$ cat config.mk
export PLATFORM = sky130hd
export DESIGN_NAME = bssim_fifo
export DESIGN_NICKNAME = d
export VERILOG_FILES = /design/src/design/bssim_pkg.sv /design/src/design/bssim_fifo.sv
export SDC_FILE = /design/constraint.sdc
export NUM_CORES = 1
export LEC_CHECK = 0
export BUFFER_PORTS_ARGS = -buffer_cell sky130_fd_sc_hd__clkbuf_2
export CAP_MARGIN = 20
export CORE_AREA = 3 3 280 144
export DETAILED_ROUTE_END_ITERATION = 8
export DIE_AREA = 0 0 283 147
export MAX_ROUTING_LAYER = met4
export PLACE_DENSITY = 0.69
export SLEW_MARGIN = 20
export SYNTH_ARGS = -nofsm -noshare
export SYNTH_HDL_FRONTEND = slang
export SYNTH_SLANG_ARGS = --single-unit
$ cat constraint.sdc
create_clock -name clk -period 10.1 [get_ports clk]
set_input_delay 2.02 -clock clk [delete_from_list [all_inputs] [get_ports clk]]
set_output_delay 2.02 -clock clk [all_outputs]
set_load 0.02 [all_outputs]
$ cat src/design/bssim_pkg.sv
// ----------------------------------------------------------------------------
// bssim_pkg: shared types and constants of the block ssim metric unit
// Beat types of both queue ports, the record passed from the front to the
// back, divider control and the configuration register map.
// ----------------------------------------------------------------------------
package bssim_pkg;

	// default sizing, handed down from the top level
	localparam int PIXEL_BITS_DEF     = 16;
	localparam int MAX_BLOCK_SIDE_DEF = 16;
	localparam int COUNT_BITS_DEF     = 24;

	// fixed field and accumulator widths
	localparam int PIX_W     = 16;
	localparam int SUM_W     = 24;
	localparam int SQ_W      = 40;
	localparam int PIX_CNT_W = 9;
	localparam int SIDE_W    = 5;
	localparam int CFG_W     = 16;
	localparam int IDX_W     = 2;
	localparam int MEAN_W    = 32;
	localparam int SHOWN_W   = 24;
	localparam int DIV_W     = 64;
	localparam int STEP_W    = 7;
	localparam int Q_DEPTH   = 2;

	// register map
	localparam logic [IDX_W-1:0] REG_BLOCK_SIDE = 2'd0;
	localparam logic [IDX_W-1:0] REG_C1         = 2'd1;
	localparam logic [IDX_W-1:0] REG_C2         = 2'd2;

	// register reset values
	localparam logic [SIDE_W-1:0] BLOCK_SIDE_RST = 5'd8;
	localparam logic [CFG_W-1:0]  C1_RST         = 16'd1665;
	localparam logic [CFG_W-1:0]  C2_RST         = 16'd14982;

	// q1.30 fraction
	localparam int                RATIO_STEPS = 30;
	localparam logic [30:0]       Q30_ONE     = 31'h4000_0000;

	typedef struct packed {
		logic [PIX_W-1:0] ref_pixel;
		logic [PIX_W-1:0] test_pixel;
		logic             image_end;
	} in_item_t;

	typedef struct packed {
		logic signed [MEAN_W-1:0] ssim_mean;
		logic [SHOWN_W-1:0]       blocks_seen;
		logic                     no_blocks;
	} out_item_t;

	// one block or image event from the front
	typedef struct packed {
		logic [SUM_W-1:0]     sum_ref;
		logic [SUM_W-1:0]     sum_test;
		logic [SQ_W-1:0]      sum_ref_sq;
		logic [SQ_W-1:0]      sum_test_sq;
		logic [SQ_W-1:0]      sum_cross;
		logic [PIX_CNT_W-1:0] pixels;
		logic [CFG_W-1:0]     c1;
		logic [CFG_W-1:0]     c2;
		logic                 is_block;
		logic                 is_end;
	} rec_t;

	typedef struct packed {
		logic              start;
		logic [DIV_W-1:0]  rem_init;
		logic [DIV_W-1:0]  dividend;
		logic [DIV_W-1:0]  divisor;
		logic [STEP_W-1:0] steps;
	} div_req_t;

	typedef struct packed {
		logic             done;
		logic [DIV_W-1:0] quotient;
	} div_rsp_t;

endpackage

$ cat src/design/bssim_fifo.sv
// ----------------------------------------------------------------------------
// bssim_fifo: event queue
// Short queue of block records between the accumulator and the back end.
// ----------------------------------------------------------------------------
module bssim_fifo (
	input  logic            clk,
	input  logic            arst_n,
	input  logic            push,
	input  bssim_pkg::rec_t wdata,
	output logic            full,
	input  logic            pop,
	output bssim_pkg::rec_t rdata,
	output logic            empty
);
	import bssim_pkg::*;

	localparam int PTR_W = (Q_DEPTH > 1) ? $clog2(Q_DEPTH) : 1;
	localparam int CNT_W = $clog2(Q_DEPTH + 1);

	rec_t             mem_q [Q_DEPTH];
	logic [PTR_W-1:0] wr_q, rd_q;
	logic [CNT_W-1:0] cnt_q;
	logic             do_push, do_pop;

	assign full    = cnt_q == CNT_W'(Q_DEPTH);
	assign empty   = cnt_q == '0;
	assign do_push = push && !full;
	assign do_pop  = pop && !empty;
	assign rdata   = mem_q[rd_q];

	// storage
	always_ff @(posedge clk) begin
		if (do_push) begin
			mem_q[wr_q] <= wdata;
		end
	end

	// pointers and fill count
	always_ff @(posedge clk or negedge arst_n) begin
		if (!arst_n) begin
			wr_q  <= '0;
			rd_q  <= '0;
			cnt_q <= '0;
		end else begin
			if (do_push) begin
				wr_q <= (wr_q == PTR_W'(Q_DEPTH - 1)) ? '0 : wr_q + PTR_W'(1);
			end
			if (do_pop) begin
				rd_q <= (rd_q == PTR_W'(Q_DEPTH - 1)) ? '0 : rd_q + PTR_W'(1);
			end
			if (do_push && !do_pop) begin
				cnt_q <= cnt_q + CNT_W'(1);
			end else if (do_pop && !do_push) begin
				cnt_q <= cnt_q - CNT_W'(1);
			end
		end
	end

endmodule

# Yosys cells after proc, flatten, opt, wreduce, memory -nomap -nowiden
# Memories as Yosys holds them, arrays and structs flattened.
# Cells that the tools add are included.
[totals]
ff_bits = 4
ram_bits = 422
in_bits = 215
out_inout_bits = 213
wordCells = 25
n_memories = 1
[classes]
addsub = 4
eq_ne = 1
n_mux = 6
n_reduce_logical = 10
[mem_list]
columns = ["memory", "depth", "width", "rd", "rd_clocked_by_memory_dff", "wr", "line_no", "rtl"]
rows = [
  ["mem_q", 2, 211, 1, 0, 1, "bssim_fifo.sv:20", "rec_t mem_q [Q_DEPTH];"],
]
[ops]
columns = ["cell", "n"]
rows = [
  ["$logic_and 1x1->1", 4],
  ["$logic_not 1->1", 4],
  ["$mux 1", 4],
  ["$mux 2", 2],
  ["$add 1x1->1 const B", 2],
  ["$add 2x1->2 const B", 1],
  ["$eq 2x2->1 const B", 1],
  ["$logic_not 2->1", 1],
  ["$reduce_bool 2->1", 1],
  ["$sub 2x1->2 const B", 1],
]

# Depth between registers and ports, before layout
[logic_depth]
word_depth = 7
ltp_mapped = 7
depth_no_buf = 7

# Worst setup path after synthesis
# Ideal clock, no wire load.
[synth_path]
path_type = "in2reg"
start = "input push"
end = "memory mem_q[0][0] (netlist name) (enable)"
setup_time_ns = 0.786
t_arrival_ns = 10.855
t_required_ns = 9.314
slack_ns = -1.540
cell_stages = 2
n_path_buf = 0
path_cell_list = "nand2_1 nor2_1"
[synth_between]
elab_chain_len = 3
[synth_lines]
columns = ["element", "line_no", "rtl"]
rows = [
  ["from (decl)", "bssim_fifo.sv:8", "input logic push,"],
  ["$logic_and 1x1->1", "bssim_fifo.sv:27", "assign do_push = push && !full;"],
  ["$mux 1", "bssim_fifo.sv:33", "if (do_push) begin"],
  ["$mux 1 (not written as such)", "bssim_fifo.sv:34", "mem_q[wr_q] <= wdata;"],
  ["to (decl)", "bssim_fifo.sv:20", ""],
]
# No other way between the ends.

==> results.py <==
metrics = {
    "status": {
        "status": "complete, no violations",
    },
    "global_routing": {
        "antenna_found_initial": 5,
        "grt_pass1_wl_um": 53650,
        "grt_pass1_vias": 8631,
        "grt_overflow": 0,
        "grt_max_degree": 167,
        "grt_use_total_pct": 17.71,
    },
    "cts": {
        "clock-root-buffer": "clkbuf_16",
        "cts_buffer_depth": 3,
        "cts-htree-levels": 2,
        "cts_num_sinks": 426,
        "insertion_delay_ns": 0.53,
        "cts_resized": 0,
        "numCtsBuffers": 40,
        "hold_buffers": 0,
        "post_cts_buffers": 0,
        "clk_pin_slew_ns": 0.06,
        "cts_tree": "done",
    },
    "floorplanning": {
        "start_util_pct": 43.27,
        "die_y_um": 147,
        "io_pins": 428,
        "die_w_um": 283,
        "die-area_um2": 41600,
        "rows": 50,
        "core_um2": 37600,
    },
    "setup_path": {
        "cp-startpoint": "rd_q$_DFFE_PN0P_",
        "cp_max_fo": 59,
        "worstSetupPathType": "flop to output port",
        "arrival_ns": 2.93,
        "end_kind": "output port",
        "r2r-start": "cnt_q[0]$_DFFE_PN0P_",
        "cp-start-kind": "flop",
        "required_ns": 8.08,
    },
    "detailed_routing": {
        "drc_errors": 0,
        "vias": 7922,
        "wire_per_inst_um": 21.86,
        "dr.pass1.iters": 4,
        "wirelength_um": 36720,
        "antenna_left": 0,
        "vias_per_cell": 4.715,
        "drt-initial-drc-count": 446,
    },
    "sta": {
        "finalCriticalPeriod_ns": 4.950,
        "worst_slew_pin_slew_ns": 1.041,
        "drv_slew": 0,
        "setup_viol": 0,
        "tns_ns": 0,
        "skew_ns": 0.009748,
        "hold_viol": 0,
        "rsz0062_at_grt": "false",
        "post-route-period-util_pct": 49.00,
        "slew_headroom_pct": 30.57,
        "max_freq_ghz": 0.2020,
    },
    "logic_synthesis": {
        "synth_seq_cells": 426,
        "syn-num-nets": 892,
        "netlist_area_um2": 16270,
        "synth.area.top_cells": "edfxtp_1, mux2_4, mux2_2, buf_12, buf_6",
        "seq_area_frac_synth_pct": 78.51,
        "post-synth-top-area-cell": "edfxtp_1",
        "syn_area_per_cell_um2": 24.07,
        "netlist.area_leader.share_pct": 77.90,
        "ys_types": 16,
        "synth_cells": 676,
        "yosysWarnings": 0,
    },
    "hold_path": {
        "worstHoldPathType": "flop to flop",
        "min_from": "cnt_q[1]$_DFFE_PN0P_",
    },
    "power_and_ir_drop": {
        "power_frac_comb_pct": 34.9,
        "clkPwrFrac_pct": 23.7,
        "p_per_area_nw_per_um2": 309.8,
        "p_seq_share_pct": 41.4,
        "p_leak_nw": 8.042,
        "power.internal_mw": 4.193,
        "sw_frac_of_total_pct": 32.59,
        "ir_drop_mv": 0.2223,
        "power_switching_mw": 2.027,
    },
    "flow_run": {
        "cap_violations": 0,
    },
    "final_layout": {
        "fillerInstances": 3024,
        "multi_input_area_um2": 3153,
        "drive_gt1_share_pct": 60.69,
        "seq_area_um2": 12780,
        "final_cells": 1680,
        "syn2layout_area_growth_pct": 23.43,
        "fin_nets": 1342,
    },
    "place": {
        "dp_hpwl_um": 25720,
        "gp_congestion": 0.8648,
        "dp.cells": 1604,
        "port_buffers": 427,
    },
}
worst max-delay path, cell delays in order (launching register included):
cell,delay [ns]
dfrtp_4,0.88
buf_4,0.90
mux2_2,0.41
clkbuf_2,0.15
state kept, by name, indices dropped and copies added, names as in the netlist:
| signal | flops |
|---|---|
| cnt_q | 2 |
| wr_q | 1 |
| mem_q | 422 |
| rd_q | 1 |
power by group through the flow:
stage | Clock (mW) | Sequential (mW) | Combinational, mW
floorplan | 0 | 2.61 | 1.70
global placement | 0 | 2.60 | 2.17
detailed placement | 0 | 2.62 | 2.20
CTS | 1.52 | 2.58 | 2.20
global route | 1.59 | 2.61 | 2.28
finish | 1.47 | 2.58 | 2.17
path summary, 6_finish.rpt:
kind                                          endpoint  slack [ns]  depth (start not counted)
worst max-delay path                        rdata[199]        5.15                          3
worst min-delay path              cnt_q[1]$_DFFE_PN0P_        0.51                          1
worst max register to register  mem_q[0][32]$_DFFE_PP_        7.37                          5
worst min register to register    cnt_q[1]$_DFFE_PN0P_        0.51                          1
max in group asynchronous             rd_q$_DFFE_PN0P_        8.65                          1
min in group asynchronous         cnt_q[1]$_DFFE_PN0P_        1.30                          1
layer usage:
metal	routed length [um]	up-vias	global-route usage, %	part of all wire (%)
li1	-	3603	-	-
met1	12240	4044	17.00	33
met2	21590	173	34.34	59
met3	1192	102	3.116	3.2
met4	1701	0	8.558	4.6
met5	0	-	-	0
cells in the mapped netlist:
cell type	n
and3_1	1
buf_12	11
buf_2	3
buf_6	10
dfrtp_1	4
edfxtp_1	422
ha_1	1
inv_1	2
mux2_2	31
mux2_4	180
nand2_1	1
nand2b_1	1
nor2_1	3
o21ai_0	1
xnor2_1	3
xor2_1	2
stage by stage:
| stage | utilization [%] | power, mW | worst slack (ns) | hold WS, ns | cell area [um2] |
|---|---|---|---|---|---|
| after global routing | 53.40 | 6.487 | 4.998 | 0.5487 | 20080 |
| after floorplan | - | 4.314 | 2.033 | 0.4788 | 16270 |
| after CTS | 53.37 | 6.301 | 5.104 | 0.5167 | 20070 |
| final | 53.40 | 6.220 | 5.151 | 0.5137 | 20080 |
| after global placement | 50.00 | 4.764 | 5.783 | 0.4942 | 18800 |
| after detailed placement | 50.00 | 4.816 | 5.696 | 0.5096 | 18800 |
logic make-up after synthesis:
kind of cell,Yosys count,share of synthesized area (%)
flops,426,78.51
mux,211,18.76
buf+inv,26,2.184
simple gates,6,0.1692
xor+xnor,5,0.2692
compound gates,1,0.03073
fa+ha+maj,1,0.07690
layout make-up:
class | instances | area share (%)
Antenna cell | 5 | 0.06231
Clock buffer | 48 | 5.241
Clock inverter | 23 | 1.072
Inverter | 2 | 0.03739
Multi-Input combinational cell | 224 | 15.70
Sequential cell | 426 | 63.63
Tap cell | 520 | 3.240
Timing Repair Buffer | 432 | 11.02
placed cells by master, fill, tap and decap left out, types with 2 or more instances in the layout:
cell | synthesis | routed
buf_4 | 0 | 2
mux2_2 | 31 | 31
mux2_4 | 180 | 180
xnor2_1 | 3 | 3
clkinvlp_4 | 0 | 3
edfxtp_1 | 422 | 422
clkinv_2 | 0 | 6
clkbuf_16 | 0 | 41
clkbuf_2 | 0 | 427
diode_2 | 0 | 5
clkbuf_1 | 0 | 7
buf_12 | 11 | 3
dfrtp_1 | 4 | 3
nor2_1 | 3 | 2
bufinv_16 | 0 | 4
clkinv_1 | 0 | 9
xor2_1 | 2 | 2
inv_1 | 2 | 2
No activity file was read; power rests on OpenSTA's default activity.
