## src/design/bssim_pkg.sv

```systemverilog
// ----------------------------------------------------------------------------
// bssim_pkg: shared types and constants of the block ssim metric unit
// Beat types of both queue ports, the record passed from the front to the
// back, divider control and the configuration register map.
// ----------------------------------------------------------------------------
package bssim_pkg;

	// default sizing, handed down from the top level
	localparam int PIXEL_BITS_DEF     = 16;
	localparam int MAX_BLOCK_SIDE_DEF = 16;
	localparam int COUNT_BITS_DEF     = 24;

	// fixed field and accumulator widths
	localparam int PIX_W     = 16;
	localparam int SUM_W     = 24;
	localparam int SQ_W      = 40;
	localparam int PIX_CNT_W = 9;
	localparam int SIDE_W    = 5;
	localparam int CFG_W     = 16;
	localparam int IDX_W     = 2;
	localparam int MEAN_W    = 32;
	localparam int SHOWN_W   = 24;
	localparam int DIV_W     = 64;
	localparam int STEP_W    = 7;
	localparam int Q_DEPTH   = 2;

	// register map
	localparam logic [IDX_W-1:0] REG_BLOCK_SIDE = 2'd0;
	localparam logic [IDX_W-1:0] REG_C1         = 2'd1;
	localparam logic [IDX_W-1:0] REG_C2         = 2'd2;

	// register reset values
	localparam logic [SIDE_W-1:0] BLOCK_SIDE_RST = 5'd8;
	localparam logic [CFG_W-1:0]  C1_RST         = 16'd1665;
	localparam logic [CFG_W-1:0]  C2_RST         = 16'd14982;

	// q1.30 fraction
	localparam int                RATIO_STEPS = 30;
	localparam logic [30:0]       Q30_ONE     = 31'h4000_0000;

	typedef struct packed {
		logic [PIX_W-1:0] ref_pixel;
		logic [PIX_W-1:0] test_pixel;
		logic             image_end;
	} in_item_t;

	typedef struct packed {
		logic signed [MEAN_W-1:0] ssim_mean;
		logic [SHOWN_W-1:0]       blocks_seen;
		logic                     no_blocks;
	} out_item_t;

	// one block or image event from the front
	typedef struct packed {
		logic [SUM_W-1:0]     sum_ref;
		logic [SUM_W-1:0]     sum_test;
		logic [SQ_W-1:0]      sum_ref_sq;
		logic [SQ_W-1:0]      sum_test_sq;
		logic [SQ_W-1:0]      sum_cross;
		logic [PIX_CNT_W-1:0] pixels;
		logic [CFG_W-1:0]     c1;
		logic [CFG_W-1:0]     c2;
		logic                 is_block;
		logic                 is_end;
	} rec_t;

	typedef struct packed {
		logic              start;
		logic [DIV_W-1:0]  rem_init;
		logic [DIV_W-1:0]  dividend;
		logic [DIV_W-1:0]  divisor;
		logic [STEP_W-1:0] steps;
	} div_req_t;

	typedef struct packed {
		logic             done;
		logic [DIV_W-1:0] quotient;
	} div_rsp_t;

endpackage

```

## src/design/bssim_front.sv

```systemverilog
// ----------------------------------------------------------------------------
// bssim_front: pixel accumulator
// Takes one pixel pair per cycle unless the queue is full, keeps the block
// sums, and queues a record when a block completes or the image ends.
// ----------------------------------------------------------------------------
module bssim_front #(
	parameter int PIXEL_BITS     = bssim_pkg::PIXEL_BITS_DEF,
	parameter int MAX_BLOCK_SIDE = bssim_pkg::MAX_BLOCK_SIDE_DEF
) (
	input  logic                          clk,
	input  logic                          arst_n,
	input  logic                          push,
	output logic                          full,
	input  bssim_pkg::in_item_t           in_item,
	input  logic [bssim_pkg::SIDE_W-1:0]  block_side,
	input  logic [bssim_pkg::CFG_W-1:0]   c1,
	input  logic [bssim_pkg::CFG_W-1:0]   c2,
	output logic                          rec_push,
	output bssim_pkg::rec_t               rec,
	input  logic                          rec_full
);
	import bssim_pkg::*;

	localparam logic [SIDE_W-1:0] MAX_SIDE = SIDE_W'(MAX_BLOCK_SIDE);

	logic [SUM_W-1:0]     sum_ref_q, sum_test_q;
	logic [SQ_W-1:0]      sum_ref_sq_q, sum_test_sq_q, sum_cross_q;
	logic [PIX_CNT_W-1:0] pix_q;

	logic [PIX_W-1:0]     x, y;
	logic [SIDE_W-1:0]    side;
	logic [2*SIDE_W-1:0]  need;
	logic                 accept, blk_done, event_hit;
	rec_t                 nxt;

	// a beat is refused only while the queue is full
	assign full   = rec_full;
	assign accept = push && !rec_full;

	// clamp the side into the legal range
	always_comb begin
		if (block_side == '0) begin
			side = SIDE_W'(1);
		end else if (block_side > MAX_SIDE) begin
			side = MAX_SIDE;
		end else begin
			side = block_side;
		end
		need = side * side;
	end

	// next sums with this pixel folded in
	always_comb begin
		x = PIX_W'(in_item.ref_pixel[PIXEL_BITS-1:0]);
		y = PIX_W'(in_item.test_pixel[PIXEL_BITS-1:0]);
		nxt.sum_ref     = sum_ref_q + SUM_W'(x);
		nxt.sum_test    = sum_test_q + SUM_W'(y);
		nxt.sum_ref_sq  = sum_ref_sq_q + SQ_W'(32'(x) * 32'(x));
		nxt.sum_test_sq = sum_test_sq_q + SQ_W'(32'(y) * 32'(y));
		nxt.sum_cross   = sum_cross_q + SQ_W'(32'(x) * 32'(y));
		nxt.pixels      = pix_q + PIX_CNT_W'(1);
		nxt.c1          = c1;
		nxt.c2          = c2;
		blk_done        = (2*SIDE_W)'(nxt.pixels) >= need;
		nxt.is_block    = blk_done;
		nxt.is_end      = in_item.image_end;
		event_hit       = blk_done || in_item.image_end;
	end

	assign rec_push = accept && event_hit;
	assign rec      = nxt;

	// block sums, cleared after every event
	always_ff @(posedge clk or negedge arst_n) begin
		if (!arst_n) begin
			sum_ref_q     <= '0;
			sum_test_q    <= '0;
			sum_ref_sq_q  <= '0;
			sum_test_sq_q <= '0;
			sum_cross_q   <= '0;
			pix_q         <= '0;
		end else if (accept) begin
			if (event_hit) begin
				sum_ref_q     <= '0;
				sum_test_q    <= '0;
				sum_ref_sq_q  <= '0;
				sum_test_sq_q <= '0;
				sum_cross_q   <= '0;
				pix_q         <= '0;
			end else begin
				sum_ref_q     <= nxt.sum_ref;
				sum_test_q    <= nxt.sum_test;
				sum_ref_sq_q  <= nxt.sum_ref_sq;
				sum_test_sq_q <= nxt.sum_test_sq;
				sum_cross_q   <= nxt.sum_cross;
				pix_q         <= nxt.pixels;
			end
		end
	end

endmodule

```

## config.mk

```make
export PLATFORM = sky130hd
export DESIGN_NAME = bssim_front
export DESIGN_NICKNAME = d
export VERILOG_FILES = /design/src/design/bssim_pkg.sv /design/src/design/bssim_front.sv
export SDC_FILE = /design/constraint.sdc
export NUM_CORES = 2
export LEC_CHECK = 0
export BUFFER_PORTS_ARGS = -buffer_cell sky130_fd_sc_hd__buf_2
export CAP_MARGIN = 20
export CELL_PAD_IN_SITES_DETAIL_PLACEMENT = 1
export CELL_PAD_IN_SITES_GLOBAL_PLACEMENT = 1
export CORE_UTILIZATION = 44
export DETAILED_ROUTE_END_ITERATION = 6
export PLACE_DENSITY_LB_ADDON = 0.15
export SYNTH_ARGS = -nofsm -noshare
export SYNTH_HDL_FRONTEND = slang
export SYNTH_SLANG_ARGS = --single-unit
```

## constraint.sdc

```tcl
create_clock -name clk -period 5.67 [get_ports clk]
set_input_delay 0 -clock clk [delete_from_list [all_inputs] [get_ports clk]]
set_output_delay 0 -clock clk [all_outputs]
set_load 0.005 [all_outputs]
```

# [Word-level counts from Yosys, hierarchy flattened]
# Index checks and enable logic that the tools add are counted.
[op_classes] n_bitwise=0 n_lt_le_gt_ge=2 n_mul=4 n_eq_ne=0 n_reduce_logical=5 n_shift=0 n_div=0 n_mux=8 add_sub_neg=6
[op_table] op="40-bit by 32-bit adder with 40-bit output" count=3
[op_table] op="40-bit 2-to-1 mux" count=3
[op_table] op="16-bit by 16-bit multiplier with 32-bit output" count=3
[op_table] op="24-bit by 16-bit adder with 24-bit output" count=2
[op_table] op="24-bit 2-to-1 mux" count=2
[op_table] op="9-bit by 10-bit greater-or-equal comparator with 1-bit output" count=1
[op_table] op="5-bit by 5-bit multiplier with 10-bit output" count=1
[op_table] op="5-bit 2-to-1 mux" count=2
[op_table] op="9-bit by 1-bit adder with 9-bit output (second input constant)" count=1
[op_table] op="9-bit 2-to-1 mux" count=1
[op_table] op="5-bit > comparator (second input constant)" count=1
[op_table] op="5-bit logical NOT" count=1
[op_table] op="1-bit logical AND" count=2
[op_table] op="1-bit logical NOT" count=1
[op_table] op="1-bit logical OR" count=1
[word_totals] reg_bits=177 latchBits=0 ramBits=0 mem_count=0 romBits=0 input_bits=74

# [Depth between registers and ports, before layout]
[logic_depth] word_depth=7 mapped_depth=26

# [Least setup slack after synthesis]
# OpenSTA, ideal clock, no wires.
[synth_path] path_type="input to register" startpoint="in in_item[30] in the netlist's numbering" endpoint="reg sum_ref_sq_q[39]" arrival_ps=5818 cell_stages=22 setup_ps=87 required_time_ps=5583 slack_ps=-234 path_buffers=2 path_cell_list="clkbuf_1 clkbuf_1 nand2_1 fa_1 inv_1 fa_1 inv_1 fa_1 inv_1 fa_1 fa_1 inv_1 fa_1 inv_1 ha_1 nand4_2 a2111oi_4 o21ai_2 a211oi_4 o31ai_4 or4_1 o211ai_1"
[synth_between] elab_chain_len=3
[synth_rtl] item="from (decl)" line_no="bssim_front.sv:14" text="input bssim_pkg::in_item_t in_item,"
[synth_rtl] item="16-bit by 16-bit multiplier with 32-bit output" line_no="bssim_front.sv:58" text="nxt.sum_ref_sq = sum_ref_sq_q + SQ_W'(32'(x) * 32'(x));"
[synth_rtl] item="40-bit by 32-bit adder with 40-bit output" line_no="bssim_front.sv:58"
[synth_rtl] item="40-bit 2-to-1 mux" line_no="bssim_front.sv:83" text="if (event_hit) begin"
[synth_rtl] item="to (signal assigned)" line_no="bssim_front.sv:93" text="sum_ref_sq_q <= nxt.sum_ref_sq;"
[synth_rtl] item="to (decl)" line_no="bssim_front.sv:27" text="logic [SQ_W-1:0] sum_ref_sq_q, sum_test_sq_q, sum_cross_q;"
# No other way between the ends.
# A chain may end at the register's enable or synchronous reset.

==> results.toml <==
[timing]
max_freq_mhz = 167
finalSetupViolCount = 48
min_period_ns = 5.99
max_slew_margin = 0.297
drv_slew = 0
rsz0062_at_grt = "yes"
whs_ns = -0.0341
finalCritPeriodShare = 1.06
setup_slack_ns = -0.322
hold_viol = 6
tightest_slew_ns = 1.05
skew_ns = 0.0311

[routing]
remaining_drc_errors = 0
wl_um = 132000
via_per_inst = 5.32
drt_iter0_drc = 1400
vias = 32500
ant_nets = 0
drtPass1Iterations = 5
wire_per_inst_um = 21.6

[setup_path]
startpoint = "in_item[4]"
cp.required_ns = 5.67
worst-path-max-fanout = 4
worstSetupStartpointType = "primary input"
critPathCaptureType = "primary output"
timing_worst_setup_path_type = "primary input to primary output"
cp.arrival_ns = 5.99
reg2reg_from = "sum_ref_sq_q[8]"

[floorplanning]
die_y_um = 291
die_w_um = 291
die_area_um2 = 84900
initial_core_util = 0.447
rows = 105
ioPinCount = 287
core-area_um2 = 82500

[logic_synthesis]
syn_area_um2 = 36900
async_reset_ff_frac = 1.00
synthTopCellsByArea = "fa_1 33%, ha_1 13%, dfrtp_1 12%"
synth_flop_cell = "dfrtp_1"
syn_inst = 4268
ys_seq_area_frac = 0.120
ys_types = 89
synth_edf_count = 0
yosys.area.top_type = "fa_1"
synthTopCellsByCount = "1074 x inv_1, 613 x fa_1, 505 x nand2_1"
syn_area_per_cell_um2 = 8.63
yosysTopAreaCellShare = 0.333
synth.most_common_cell = "inv_1"
ys_ff_latch = 177
yosysWarnings = 0

[placed_design]
io_buffers = 222
post-dp-hpwl_um = 94500
routabilityCongestion = 0.891
place_ws_ns = -0.782

[clocking]
cts_tree = "done"
clock_path_buffers = 2
cts_made_buffers = 17
h-tree-depth = 4
cts.sinks = 177
clkTransAtPathRegs_ns = 0.08
clock_latency_ns = 0.56
clockRootBuffer = "clkbuf_16"

[global_routing]
antenna_found_initial = 1
grt_usage = 0.303
grt_overflow_total = 0
grt_max_degree = 120
grt_pass1_wl_um = 199000
first_global_vias = 36200

[layout]
area_delta_synth_final_pct = 31.4
diodes = 0
fin_nets = 6098
drive_gt1_frac = 0.291

[run_status]
status = "complete, but fails checks"
violations = "negative hold slack, negative setup slack"

[run]
max-cap-violations = 0

[hold_path]
holdCritPathClass = "primary input to asynchronous set/reset pin"
[through the flow]
step | utilization | hold slack, ns | area [um^2] | instances | setup TNS (ns)
floorplan | - | -0.296 | 37100 | 4270 | 0
global placement | 0.521 | 0.0000346 | 43000 | 5913 | -47.01
detailed placement | 0.521 | 0.0000346 | 43000 | 5913 | -60.96
CTS | 0.564 | 0.0000346 | 46600 | 6053 | -3.85
global route | 0.587 | 0.0000229 | 48400 | 6112 | -15.52
finish | 0.587 | -0.0341 | 48400 | 6112 | -6.86
[logic make-up (layout without fill, tap and decap cells)]
| group | Yosys count | in the layout | share of synthesized area |
|---|---|---|---|
| buffers and inverters | 1281 | 2053 | 0.135 |
| other | 1 | 3 | 0.000102 |
| AOI/OAI and AO/OA | 568 | 568 | 0.106 |
| adders and majority gates | 994 | 994 | 0.462 |
| xor gates and xnor gates | 166 | 166 | 0.0395 |
| and+or+nand+nor | 1075 | 1075 | 0.135 |
| DFF | 177 | 177 | 0.120 |
| muxes | 6 | 6 | 0.00170 |
[timing repair]
action                                  4_1_cts  5_1_grt
setup buffers                               110       77
hold endpoints to repair                     72        0
resized for setup                           495      338
pin swaps                                   170      213
gates cloned                                  7        1
endpoints found under the setup margin       93       88
hold buffers                                  1        0
[placed cells by master, fill, tap and decap left out, types with 20 or more instances in the layout]
master and instances:
nor2_2 28, buf_12 50, nor2b_1 25, buf_2 184
ha_1 332, a21oi_1 70, xnor2_1 81, buf_6 95
inv_1 1004, and3_1 24, and2_1 137, a21o_1 45
nor3_1 21, nand2_2 28, o21ai_0 115, xnor2_2 20
nand3_1 70, nand2_1 466, and2_4 30, a22o_1 50
dfrtp_1 177, fa_1 571, buf_4 584, ha_4 43
o21a_1 24, nor2_1 116, inv_2 65, o211ai_1 23
xor2_1 48, fa_2 42
[final cells by class]
type	count	area [um^2]
clock buffers	18	429
clock inverters	13	145
fillers	9450	34100
inverters	1081	4110
multi-input cells	2812	30100
flip-flops and latches	177	4430
well taps	1070	1340
repair buffers	941	7900
[critical path, cell delays in order]
cell and delay (ns):
buf_6 0.11, buf_6 0.13, buf_6 0.12, and2_4 0.14, inv_1 0.05, fa_1 0.50
inv_1 0.06, fa_1 0.52, fa_1 0.60, fa_2 0.44, fa_1 0.51, inv_1 0.06
fa_1 0.49, inv_2 0.05, ha_4 0.28, buf_4 0.11, and3_4 0.21, nand2_1 0.07
o22a_1 0.25, buf_4 0.17, buf_6 0.11, nand3_4 0.07, buf_6 0.12, a21oi_4 0.07
o31ai_4 0.32, xor2_2 0.24, buf_2 0.16
[state kept, by name, indices dropped and copies added (netlist names)]
register	count
pix_q	9
sum_cross_q	40
sum_ref_q	24
sum_ref_sq_q	40
sum_test_q	24
sum_test_sq_q	40
[final timing paths]
| kind | endpoint | slack, ns | cells after the start |
|---|---|---|---|
| setup / recovery | rec[111] | -0.32 | 27 |
| hold / removal | sum_test_sq_q[6] | -0.03 | 2 |
| setup reg to reg | sum_ref_sq_q[39] | 0.27 | 24 |
| hold reg to reg | sum_ref_sq_q[25] | 0.48 | 2 |
| max in group asynchronous | pix_q[4] | 4.30 | 3 |
| min in group clk | rec[15] | 0 | 0 |
[per-layer routing]
layer  part of all wire  routed length (um)  up-vias  GRT usage
met3              0.044                5800      288     0.0383
met2               0.51               67500      803      0.532
met4              0.044                5830        0      0.116
met1               0.40               52800    16800      0.378
met5                  0                   0        -          0
li1                   -                   -    14600          -
Power is left out: the tool's default activity adds up to more than one toggle a clock period on the data nets, which glitch-free logic cannot reach.
